[config.mk]
export PLATFORM = sky130hd
export DESIGN_NAME = rtdt_cell
export DESIGN_NICKNAME = d
export VERILOG_FILES = /design/src/rtdt_pkg.sv /design/src/rtdt_cell.sv
export SDC_FILE = /design/constraint.sdc
export NUM_CORES = 1
export LEC_CHECK = 0
export BUFFER_PORTS_ARGS = -buffer_cell sky130_fd_sc_hd__buf_2
export CORE_MARGIN = 8
export CORE_UTILIZATION = 55
export CTS_BUF_LIST = sky130_fd_sc_hd__clkbuf_8
export DETAILED_ROUTE_END_ITERATION = 10
export HOLD_SLACK_MARGIN = 0.02
export PLACE_DENSITY = 0.81
export REMOVE_ABC_BUFFERS = 1
export SLEW_MARGIN = 20
export SYNTH_ARGS = -nofsm -noshare
export SYNTH_HDL_FRONTEND = slang
export SYNTH_SLANG_ARGS = --single-unit
export TNS_END_PERCENT = 1
[constraint.sdc]
create_clock -name clk -period 5 [get_ports clk]
set_clock_uncertainty 0.1 [all_clocks]
set_input_delay 1 -clock clk [delete_from_list [all_inputs] [get_ports clk]]
set_output_delay 1 -clock clk [all_outputs]
set_load 0.005 [all_outputs]
[src/rtdt_pkg.sv]
`timescale 1ns / 1ps
`default_nettype none

package rtdt_pkg;

	localparam int DEF_TABLE_DEPTH   = 64;
	localparam int DEF_MAX_UID_BYTES = 10;

	localparam int IDX_W         = 6;
	localparam int ENTRY_COUNT_W = 7;
	localparam int COUNTER_W     = 19;
	localparam int COUNTER_WRAP  = 500000;
	localparam int ISO15693_UID_BYTES = 8;

	typedef enum logic [1:0] {
		ACT_CLEAR     = 2'd0,
		ACT_ISO15693  = 2'd1,
		ACT_ISO14443A = 2'd2,
		ACT_READ      = 2'd3
	} action_t;

	typedef struct packed {
		logic [63:0]          uid_low;
		logic [15:0]          uid_high;
		logic [3:0]           uid_len;
		logic [7:0]           antenna;
		logic [31:0]          tag_type;
		logic [31:0]          air_protocol;
		logic [15:0]          rssi;
		logic [COUNTER_W-1:0] counter;
	} entry_t;

	// travels down the row of cells, one cell per cycle while the row is not held
	typedef struct packed {
		logic             active;
		action_t          op;
		logic             done;
		logic             hit;
		logic [IDX_W-1:0] index;
		entry_t           e;
	} probe_t;

endpackage

`default_nettype wire

[src/rtdt_cell.sv]
`timescale 1ns / 1ps
`default_nettype none

module rtdt_cell #(
	parameter int CELL_INDEX = 0,
	parameter int CNT_W      = 7
) (
	input  wire logic             clk,
	input  wire logic             arst_n,
	input  wire logic             adv,
	input  wire logic [CNT_W-1:0] count,
	input  wire rtdt_pkg::probe_t probe_i,
	output rtdt_pkg::probe_t      probe_o
);
	import rtdt_pkg::*;

	localparam int CMP_W = (CNT_W > IDX_W) ? CNT_W : IDX_W;
	localparam logic [CMP_W-1:0] MY_IDX = CMP_W'(CELL_INDEX);

	entry_t               entry_q;
	probe_t               probe_q;
	probe_t               probe_d;
	logic                 occupied;
	logic                 is_report;
	logic                 key_hit;
	logic                 do_hit;
	logic                 do_append;
	logic                 do_read;
	logic [COUNTER_W-1:0] cnt_inc;

	always_comb begin
		occupied  = MY_IDX < CMP_W'(count);
		is_report = (probe_i.op == ACT_ISO15693) || (probe_i.op == ACT_ISO14443A);
		key_hit   = (entry_q.uid_low == probe_i.e.uid_low) &&
		            (entry_q.uid_high == probe_i.e.uid_high) &&
		            (entry_q.uid_len == probe_i.e.uid_len) &&
		            (entry_q.antenna == probe_i.e.antenna);
		do_hit    = probe_i.active && is_report && !probe_i.done && occupied && key_hit;
		do_append = probe_i.active && is_report && !probe_i.done &&
		            (MY_IDX == CMP_W'(count));
		do_read   = probe_i.active && (probe_i.op == ACT_READ) && occupied &&
		            (MY_IDX == CMP_W'(probe_i.index));
		cnt_inc   = (entry_q.counter == COUNTER_W'(COUNTER_WRAP - 1)) ?
		            COUNTER_W'(1) : entry_q.counter + COUNTER_W'(1);
	end

	always_comb begin
		probe_d = probe_i;
		if (do_hit) begin
			probe_d.done           = 1'b1;
			probe_d.hit            = 1'b1;
			probe_d.index          = IDX_W'(CELL_INDEX);
			probe_d.e.tag_type     = entry_q.tag_type;
			probe_d.e.air_protocol = entry_q.air_protocol;
			probe_d.e.counter      = cnt_inc;
			if (probe_i.op == ACT_ISO14443A) begin
				probe_d.e.rssi = entry_q.rssi;
			end
		end else if (do_append) begin
			probe_d.done  = 1'b1;
			probe_d.index = IDX_W'(CELL_INDEX);
		end else if (do_read) begin
			probe_d.done = 1'b1;
			probe_d.e    = entry_q;
		end
	end

	always_ff @(posedge clk) begin
		if (adv) begin
			if (do_hit) begin
				entry_q.counter <= cnt_inc;
				entry_q.rssi    <= probe_d.e.rssi;
			end else if (do_append) begin
				entry_q <= probe_i.e;
			end
		end
	end

	always_ff @(posedge clk or negedge arst_n) begin
		if (!arst_n) begin
			probe_q <= '0;
		end else if (adv) begin
			probe_q <= probe_d;
		end
	end

	assign probe_o = probe_q;

endmodule

`default_nettype wire

# Yosys cells after proc, flatten, opt, wreduce, memory -nomap -nowiden
# Cells that the tools add are included.
# op_classes
n_addsub	1
bitwise_logic	1
mul	0
order_cmp	1
n_eq_ne	8
reduce_logical	18
shifts	0
div_mod_pow	0
mux	14
# ops
op	n
$mux W191	2
$mux W99	1
$mux W92	1
$mux W35	2
$eq A64 B64 Y1	1
$add A19 B1 Y19 const B	1
$eq A19 B19 Y1 const B	1
$mux W19	1
$eq A16 B16 Y1	1
$mux W16	1
$mux W6	2
$logic_and A1 B1 Y1	11
$eq A8 B8 Y1	1
$logic_not A7 Y1	1
$lt A1 B7 Y1 const A	1
$logic_not A6 Y1	1
$eq A2 B2 Y1 const B	2
$eq A4 B4 Y1	1
$mux W1	4
$reduce_and A3 Y1	1
$eq A2 B1 Y1 const B	1
$reduce_and A2 Y1	1
$reduce_bool A2 Y1	1
$logic_not A1 Y1	1
other kinds (2)	2
# totals
mem_count	0
out_inout_bits	202
elab_cells	64
reg_bits	393
mem_bits_rw	0
input_bits	212
latch_bits	0
romBits	0

# Depth between registers and ports, before layout
# Gate-level depths: netlist (run 1).
# logic_depth
word_depth	8
mapped_depth	11
ltp_nobuf	9

# Worst setup path after synthesis (run 1)
# OpenSTA, ideal clock, no wires.
# synth_timing
path_type	input-to-reg
startpoint	input port probe_i[199] (netlist name)
endpoint	register entry_q[100] (netlist name) (enable)
path_stages	5
t_arrival_ns	8.145
path_buffers	0
setup_ns	0.675
path_slack_ns	-3.920
t_required_ns	4.225
cell_sequence	inv_1 -> ha_1 -> nor3b_2 -> nand3_1 -> nor2_1
# synth_between
elab_chain_len	8
word_cells_on_any_way	10
classes_between	eq/ne: 2; bitwise: 1; reduce/logical: 7
# synth_lines
element	line_no	rtl
start: declaration	rtdt_cell.sv:12	input wire rtdt_pkg::probe_t probe_i,
$eq A2 B1 Y1 or $eq A2 B2 Y1 (tied branches)	rtdt_cell.sv:33	is_report = (probe_i.op == ACT_ISO15693) || (probe_i.op == ACT_ISO14443A);
$logic_or A1 B1 Y1 (*)	rtdt_cell.sv:33	
$logic_and A1 B1 Y1 (*) (2 in a row)	rtdt_cell.sv:38, rtdt_cell.sv:39	
$logic_and A1 B1 Y1 (2 in a row)	rtdt_cell.sv:38	do_hit = probe_i.active && is_report && !probe_i.done && occupied && key_hit;
$not A1 Y1 (no line)	-	
$reduce_and A3 Y1 (no line) (*)	-	
end signal: assignment	rtdt_cell.sv:74	entry_q <= probe_i.e;
end: declaration	rtdt_cell.sv:20	entry_t entry_q;
# Every way passes the cells marked *; elsewhere a longest branch is shown, timed or not.
# A chain may end at the register's enable or synchronous reset.

# Worst setup path after layout (run 1)
# layout_timing
startpoint	input port count[4]
endpoint	register probe_q, in the netlist probe_o[198]
# layout_between
elab_chain_len	6
word_cells_on_any_way	10
classes_between	order compare: 1; mux: 3; reduce/logical: 6
# layout_lines
element	line_no	rtl
start: declaration	rtdt_cell.sv:11	input wire logic [CNT_W-1:0] count,
$lt A1 B7 Y1	rtdt_cell.sv:32	occupied = MY_IDX < CMP_W'(count);
$logic_and A1 B1 Y1 (2 in a row)	rtdt_cell.sv:41	do_read = probe_i.active && (probe_i.op == ACT_READ) && occupied &&
$mux W1	rtdt_cell.sv:62	end else if (do_read) begin
$mux W1	rtdt_cell.sv:59	end else if (do_append) begin
$mux W1 (*)	rtdt_cell.sv:49	if (do_hit) begin
end signal: assignment	rtdt_cell.sv:83	probe_q <= probe_d;
end: declaration	rtdt_cell.sv:21	probe_t probe_q;
# Marked as above.

==> flow_metrics.tcl, run 1 <==
set metrics [dict create \
    grtUsageTotal_pct 25.28 \
    switchingPower_mw 1.746 \
    ant_nets 0 \
    yosys-top-cells-area "edfxtp_1 33%, dfrtp_1 30%, nand2_1 5.9%" \
    tns_ns 0 \
    synth_top_cell_by_area "edfxtp_1" \
    fin_util_pct 68.21 \
    syn_inst 1501 \
    gp_congestion 0.8304 \
    slew_violations 0 \
    die-area_sq_um 37050 \
    cp_data_required_time_ns 5.34 \
    max-cap-violations 0 \
    layout-drive-gt1-share_pct 28.33 \
    htree_levels 3 \
    antenna_found_initial 10 \
    viasPerCell 5.636 \
    core_sq_um 30670 \
    clk_pin_slew_ns 0.06 \
    die_w_um 192.5 \
    cts_tree "done" \
    yosysUniqueCellTypes 64 \
    critical_path.max_fanout 28 \
    area_growth_syn_to_layout_pct 22.12 \
    p_int_mw 5.325 \
    row_count 64 \
    crit_chain "buf_2 -> nor4_1 -> nand2_1 -> and4b_1 -> nand4_1 -> or2_1 -> nand2_1 -> o22a_1" \
    synthArstFlopShare_pct 51.40 \
    drc 0 \
    p_leak_nw 8.560 \
    grt_pass1_vias 13650 \
    cts_resized 0 \
    vias 13380 \
    post_drt_wl_per_cell_um 20.33 \
    worst_pin_slew_ns 0.9979 \
    end_kind "flip-flop" \
    final_hold_viol_count 0 \
    hold_class "flip-flop to flip-flop" \
    syn_area_sq_um 17130 \
    setup_viol 0 \
    grt_pass1_wl_um 73950 \
    yosysSeqAreaShare_pct 62.99 \
    relSlewSlack_pct 33.48 \
    cts.path.max_buffers 3 \
    synth.avg_cell_area_sq_um 11.41 \
    instances_no_fill 2374 \
    cts_setup_buffers 0 \
    sequentialPowerShare_pct 51.4 \
    period_needed_ns 3.679 \
    yosys_warnings 0 \
    rsz0062_at_grt "false" \
    path_buf_inv 1 \
    cts_root_buffer "clkbuf_8" \
    final.period_utilization_pct 73.58 \
    ios 414 \
    final_common_cell "buf_2" \
    cpMostUsedCell "nand2_1" \
    clock_power_share_pct 39.0 \
    status "completed" \
    critical-path-top-delay-family "simple AND/OR/NAND/NOR gates" \
    synth-seq-cells 393 \
    final_nets 2127 \
    numCtsBuffers 67 \
    cts_hold_buf 0 \
    overflow 0 \
    p_comb_share_pct 9.6 \
    power_mw 7.071 \
    initial_core_util_pct 55.85 \
    layout_common_cells "411 x buf_2, 271 x nand2_1, 202 x dfrtp_1, 191 x edfxtp_1, 179 x nor2_1" \
    nFillCells 2277 \
    drt_pre_antenna_iters 6 \
    synth_top_cell_area_share_pct 33.48 \
    port_buffers 413 \
    hold_slack_ns 0.3801 \
    crit_path_start_kind "primary input" \
    timing.fmax_mhz 271.8 \
    power.density_nw_per_um2 338.0 \
    clkLatencyLatePin_ns 0.57 \
    cts.sinks 393 \
    synth_edf_count 191 \
    path_class "primary input to flip-flop" \
    wl_um 48260 \
    place.detailed.hpwl_um 33230 \
    dp.cells 2239 \
    max-vdd-ir-drop_mv 0.2895 \
    fp.dieH_um 192.5 \
    cp_slowest_cell "or2_1" \
    p_sw_share_pct 24.70 \
    synth_top_flop_cell "dfrtp_1" \
    grt_start_max_net_pins 108 \
    drt_iter0_markers 1104 \
    crit_arrival_ns 4.02 \
    max_stage_delay_ns 0.82 \
]
==> final timing paths <==
path	cells past startpoint	start	slack, ns	to
hold / removal	1	probe_o[192]	0.38	probe_o[192]
setup reg to reg	7	entry_q[143]	1.58	probe_o[6]
hold reg to reg	1	probe_o[192]	0.38	probe_o[192]
min in group asynchronous	1	arst_n	0.42	probe_o[16]
max in group asynchronous	2	arst_n	3.36	probe_o[62]
setup / recovery	8	count[4]	1.32	probe_o[198]
==> cells by family after synthesis <==
kind of cell	count (synthesis)	synth area share, %
buffers and inverters	100	2.534
AO/OA/AOI/OAI	236	8.721
flip-flops	393	62.99
XOR/XNOR	111	5.675
multiplexers	83	4.989
adder cells (fa/ha/maj)	3	0.2191
AND/OR/NAND/NOR	575	14.87
==> per-layer routing <==
| metal | up-vias | global-route usage [%] | routed length, um |
|---|---|---|---|
| met3 | 98 | 6.993 | 4548 |
| met1 | 6488 | 31.59 | 18770 |
| met4 | 4 | 9.636 | 1518 |
| met5 | - | 0 | 27 |
| li1 | 6202 | - | - |
| met2 | 588 | 41.54 | 23390 |
==> state kept, by name (all words and copies together), names as in the netlist <==
name,cells
probe_o,202
entry_q,191
==> cells in the mapped netlist (13+ instances only) <==
cell type / count
or4_1: 16
nand2_1: 271
xnor2_1: 88
xor2_1: 23
o221a_2: 13
nor4_1: 13
nand3_1: 17
edfxtp_1: 191
nor2_1: 180
a21oi_1: 86
mux2i_1: 64
nand4_1: 32
a31oi_1: 95
buf_2: 18
clkbuf_1: 64
dfrtp_1: 202
==> worst reg2reg max path: stages, from the launching register on <==
cell and delay [ns]:
edfxtp_1 0.41, xnor2_1 0.20, nand4_1 0.19, nor4_1 0.52, nand4_1 0.45, or2_1 0.72, nor3b_1 0.31, o41ai_1 0.39
==> cell type report <==
cell class                      instances  area (sq um)  share of cell area [%]
Sequential cell                       393         10790                   51.58
Multi-Input combinational cell       1008          5954                   28.46
Timing Repair Buffer                  433          2325                   11.11
Clock buffer                           78          1074                   5.132
Tap cell                              396         495.5                   2.368
Clock inverter                         45         217.7                   1.041
Inverter                                9         33.78                  0.1615
Antenna cell                           12         30.03                  0.1435
==> stage by stage <==
step,instance area [sq um],setup slack [ns]
3_3_place_gp,19600,0.8425
4_1_cts,20890,1.370
6_report,20920,1.321
2_1_floorplan,16730,-3.920
5_1_grt,20910,1.174
3_5_place_dp,19600,0.7844
==> power groups by stage <==
stage                     combinational, mW  sequential, mW  clock [mW]
final                                 0.677            3.63        2.76
after global routing                  0.751            3.65        2.95
after CTS                             0.686            3.63        2.82
after detailed placement              0.684            3.69           0
after global placement                0.659            3.69           0
after floorplan                       0.226            3.70           0
No activity file was read; power rests on OpenSTA's default activity.
==> inputs of run 2 (changes only) <==
==> constraint.sdc (replaced) <==
create_clock -name clk -period 3.8 [get_ports clk]
set_clock_uncertainty 0.1 [all_clocks]
set_input_delay 0.76 -clock clk [delete_from_list [all_inputs] [get_ports clk]]
set_output_delay 0.76 -clock clk [all_outputs]
set_load 0.005 [all_outputs]
==> flow_metrics.tcl, run 2 (same netlist as run 1, synthesis figures left out) <==
set metrics [dict create \
    status "completed" \
    top_usage_layer "met2" \
    place.detailed.hpwl_um 34090 \
    setup_viol 0 \
    cts_hold_buf 0 \
    final_hold_viol_count 0 \
    largest_register_ffs 202 \
    numCtsBuffers 67 \
    port_buffers 413 \
    vias 13420 \
    period_needed_ns 3.195 \
    drc 0 \
    clkLatencyLatePin_ns 0.57 \
    p_leak_nw 8.678 \
    fin_area_sq_um 21170 \
    htree_levels 3 \
    final_nets 2143 \
    clk_pin_slew_ns 0.06 \
    crit_path_start_kind "primary input" \
    power_mw 9.294 \
    cp_data_required_time_ns 4.00 \
    rsz0062_at_grt "false" \
    power.density_nw_per_um2 439.0 \
    ant_nets 0 \
    r2r_slack_ns 0.71 \
    cts.path.max_buffers 3 \
    initial_core_util_pct 55.85 \
    instances_no_fill 2392 \
    hold_slack_ns 0.1413 \
    relSlewSlack_pct 50.94 \
    post_drt_wl_per_cell_um 20.13 \
    die-area_sq_um 37050 \
    hold_class "primary input to asynchronous set/reset pin" \
    reg2regPathDepth 9 \
    layout-drive-gt1-share_pct 28.98 \
    gr-usage-met1_pct 31.88 \
    viasPerCell 5.609 \
    use_met3_pct 7.300 \
    final.period_utilization_pct 84.08 \
    overflow 0 \
    grt_pass1_vias 13730 \
    row_count 64 \
    grt_pass1_wl_um 74050 \
    core_sq_um 30670 \
    use_met2_pct 41.05 \
    tns_ns 0 \
    gp_congestion 0.8528 \
    cts.sinks 393 \
    timing.fmax_mhz 313.0 \
    max-vdd-ir-drop_mv 0.3811 \
    layout_common_cells "411 x buf_2, 271 x nand2_1, 202 x dfrtp_1, 191 x edfxtp_1, 179 x nor2_1" \
    dp.cells 2255 \
    nFillCells 2269 \
    drt_pre_antenna_iters 5 \
    final_common_cell "buf_2" \
    cts_resized 0 \
    slew_violations 0 \
    cts_root_buffer "clkbuf_8" \
    fp.dieH_um 192.5 \
    crit_arrival_ns 3.39 \
    area_growth_syn_to_layout_pct 23.59 \
    grt_start_max_net_pins 142 \
    ios 414 \
    dpl_cell_area_sq_um 19840 \
    r2r-end "probe_o[104]" \
    wl_um 48150 \
    die_w_um 192.5 \
    cts_tree "done" \
    cts_setup_buffers 0 \
    grtUsageTotal_pct 25.25 \
    antenna_found_initial 17 \
    rr_startpoint "entry_q[152]" \
    drt_iter0_markers 960 \
    max-cap-violations 0 \
    end_kind "flip-flop" \
    path_class "primary input to flip-flop" \
    critical_path.max_fanout 6 \
    worst_pin_slew_ns 0.7302 \
]
run 2: cell count changes in the layout (fill, tap and decap cells not counted), sizes merged:
cell / before / now
clkinv: 7 / 3
inv: 44 / 47
buf: 433 / 449
diode: 12 / 15
run 2: area by class of cell:
type	count	area [sq um]	area share, %
Antenna cell	15	37.54	0.1773
Inverter	9	33.78	0.1596
Sequential cell	393	10790	50.97
Tap cell	396	495.5	2.340
Multi-Input combinational cell	1008	5954	28.12
Clock inverter	44	216.5	1.022
Timing Repair Buffer	449	2570	12.14
Clock buffer	78	1074	5.071
run 2: worst max-delay path: stages:
cell and delay (ns):
buf_2 0.12, inv_1 0.06, ha_1 0.31, nor3b_2 0.35
or4b_4 0.54, nor4_4 0.28, nand4_4 0.15, buf_4 0.19
nor2_1 0.36, and3_1 0.23, a21oi_1 0.04
run 2: layer usage:
layer	up-vias	share of wire (%)	routed length [um]
met4	8	3.0	1456
li1	6251	-	-
met5	-	0.11	55
met1	6532	40	19200
met3	100	8.7	4168
met2	525	48	23270
run 2: how the worst max path moves through the flow:
stage | start | slack [ns] | to | cells past startpoint
4_1_cts | probe_i[199] | 0.63 | entry_q[11] | 11
5_1_grt | probe_i[199] | 0.51 | entry_q[11] | 11
3_5_place_dp | probe_i[199] | 0.03 | entry_q[11] | 11
2_1_floorplan | probe_i[199] | -4.88 | entry_q[100] | 5
6_report | probe_i[199] | 0.60 | entry_q[11] | 11
3_3_place_gp | probe_i[199] | 0.15 | entry_q[11] | 11
run 2: report_power, final:
group	switching, mW	internal, mW	total (mW)
Clock	1.68	1.94	3.62
Combinational	0.493	0.400	0.893
Sequential	0.114	4.67	4.78
run 2: per-stage QoR:
stage / worst slack, ns / utilization, %
2_1_floorplan: -4.880 / -
3_3_place_gp: 0.1515 / 64.70
3_5_place_dp: 0.03320 / 64.70
4_1_cts: 0.6339 / 68.91
5_1_grt: 0.5144 / 69.00
6_report: 0.6048 / 69.03
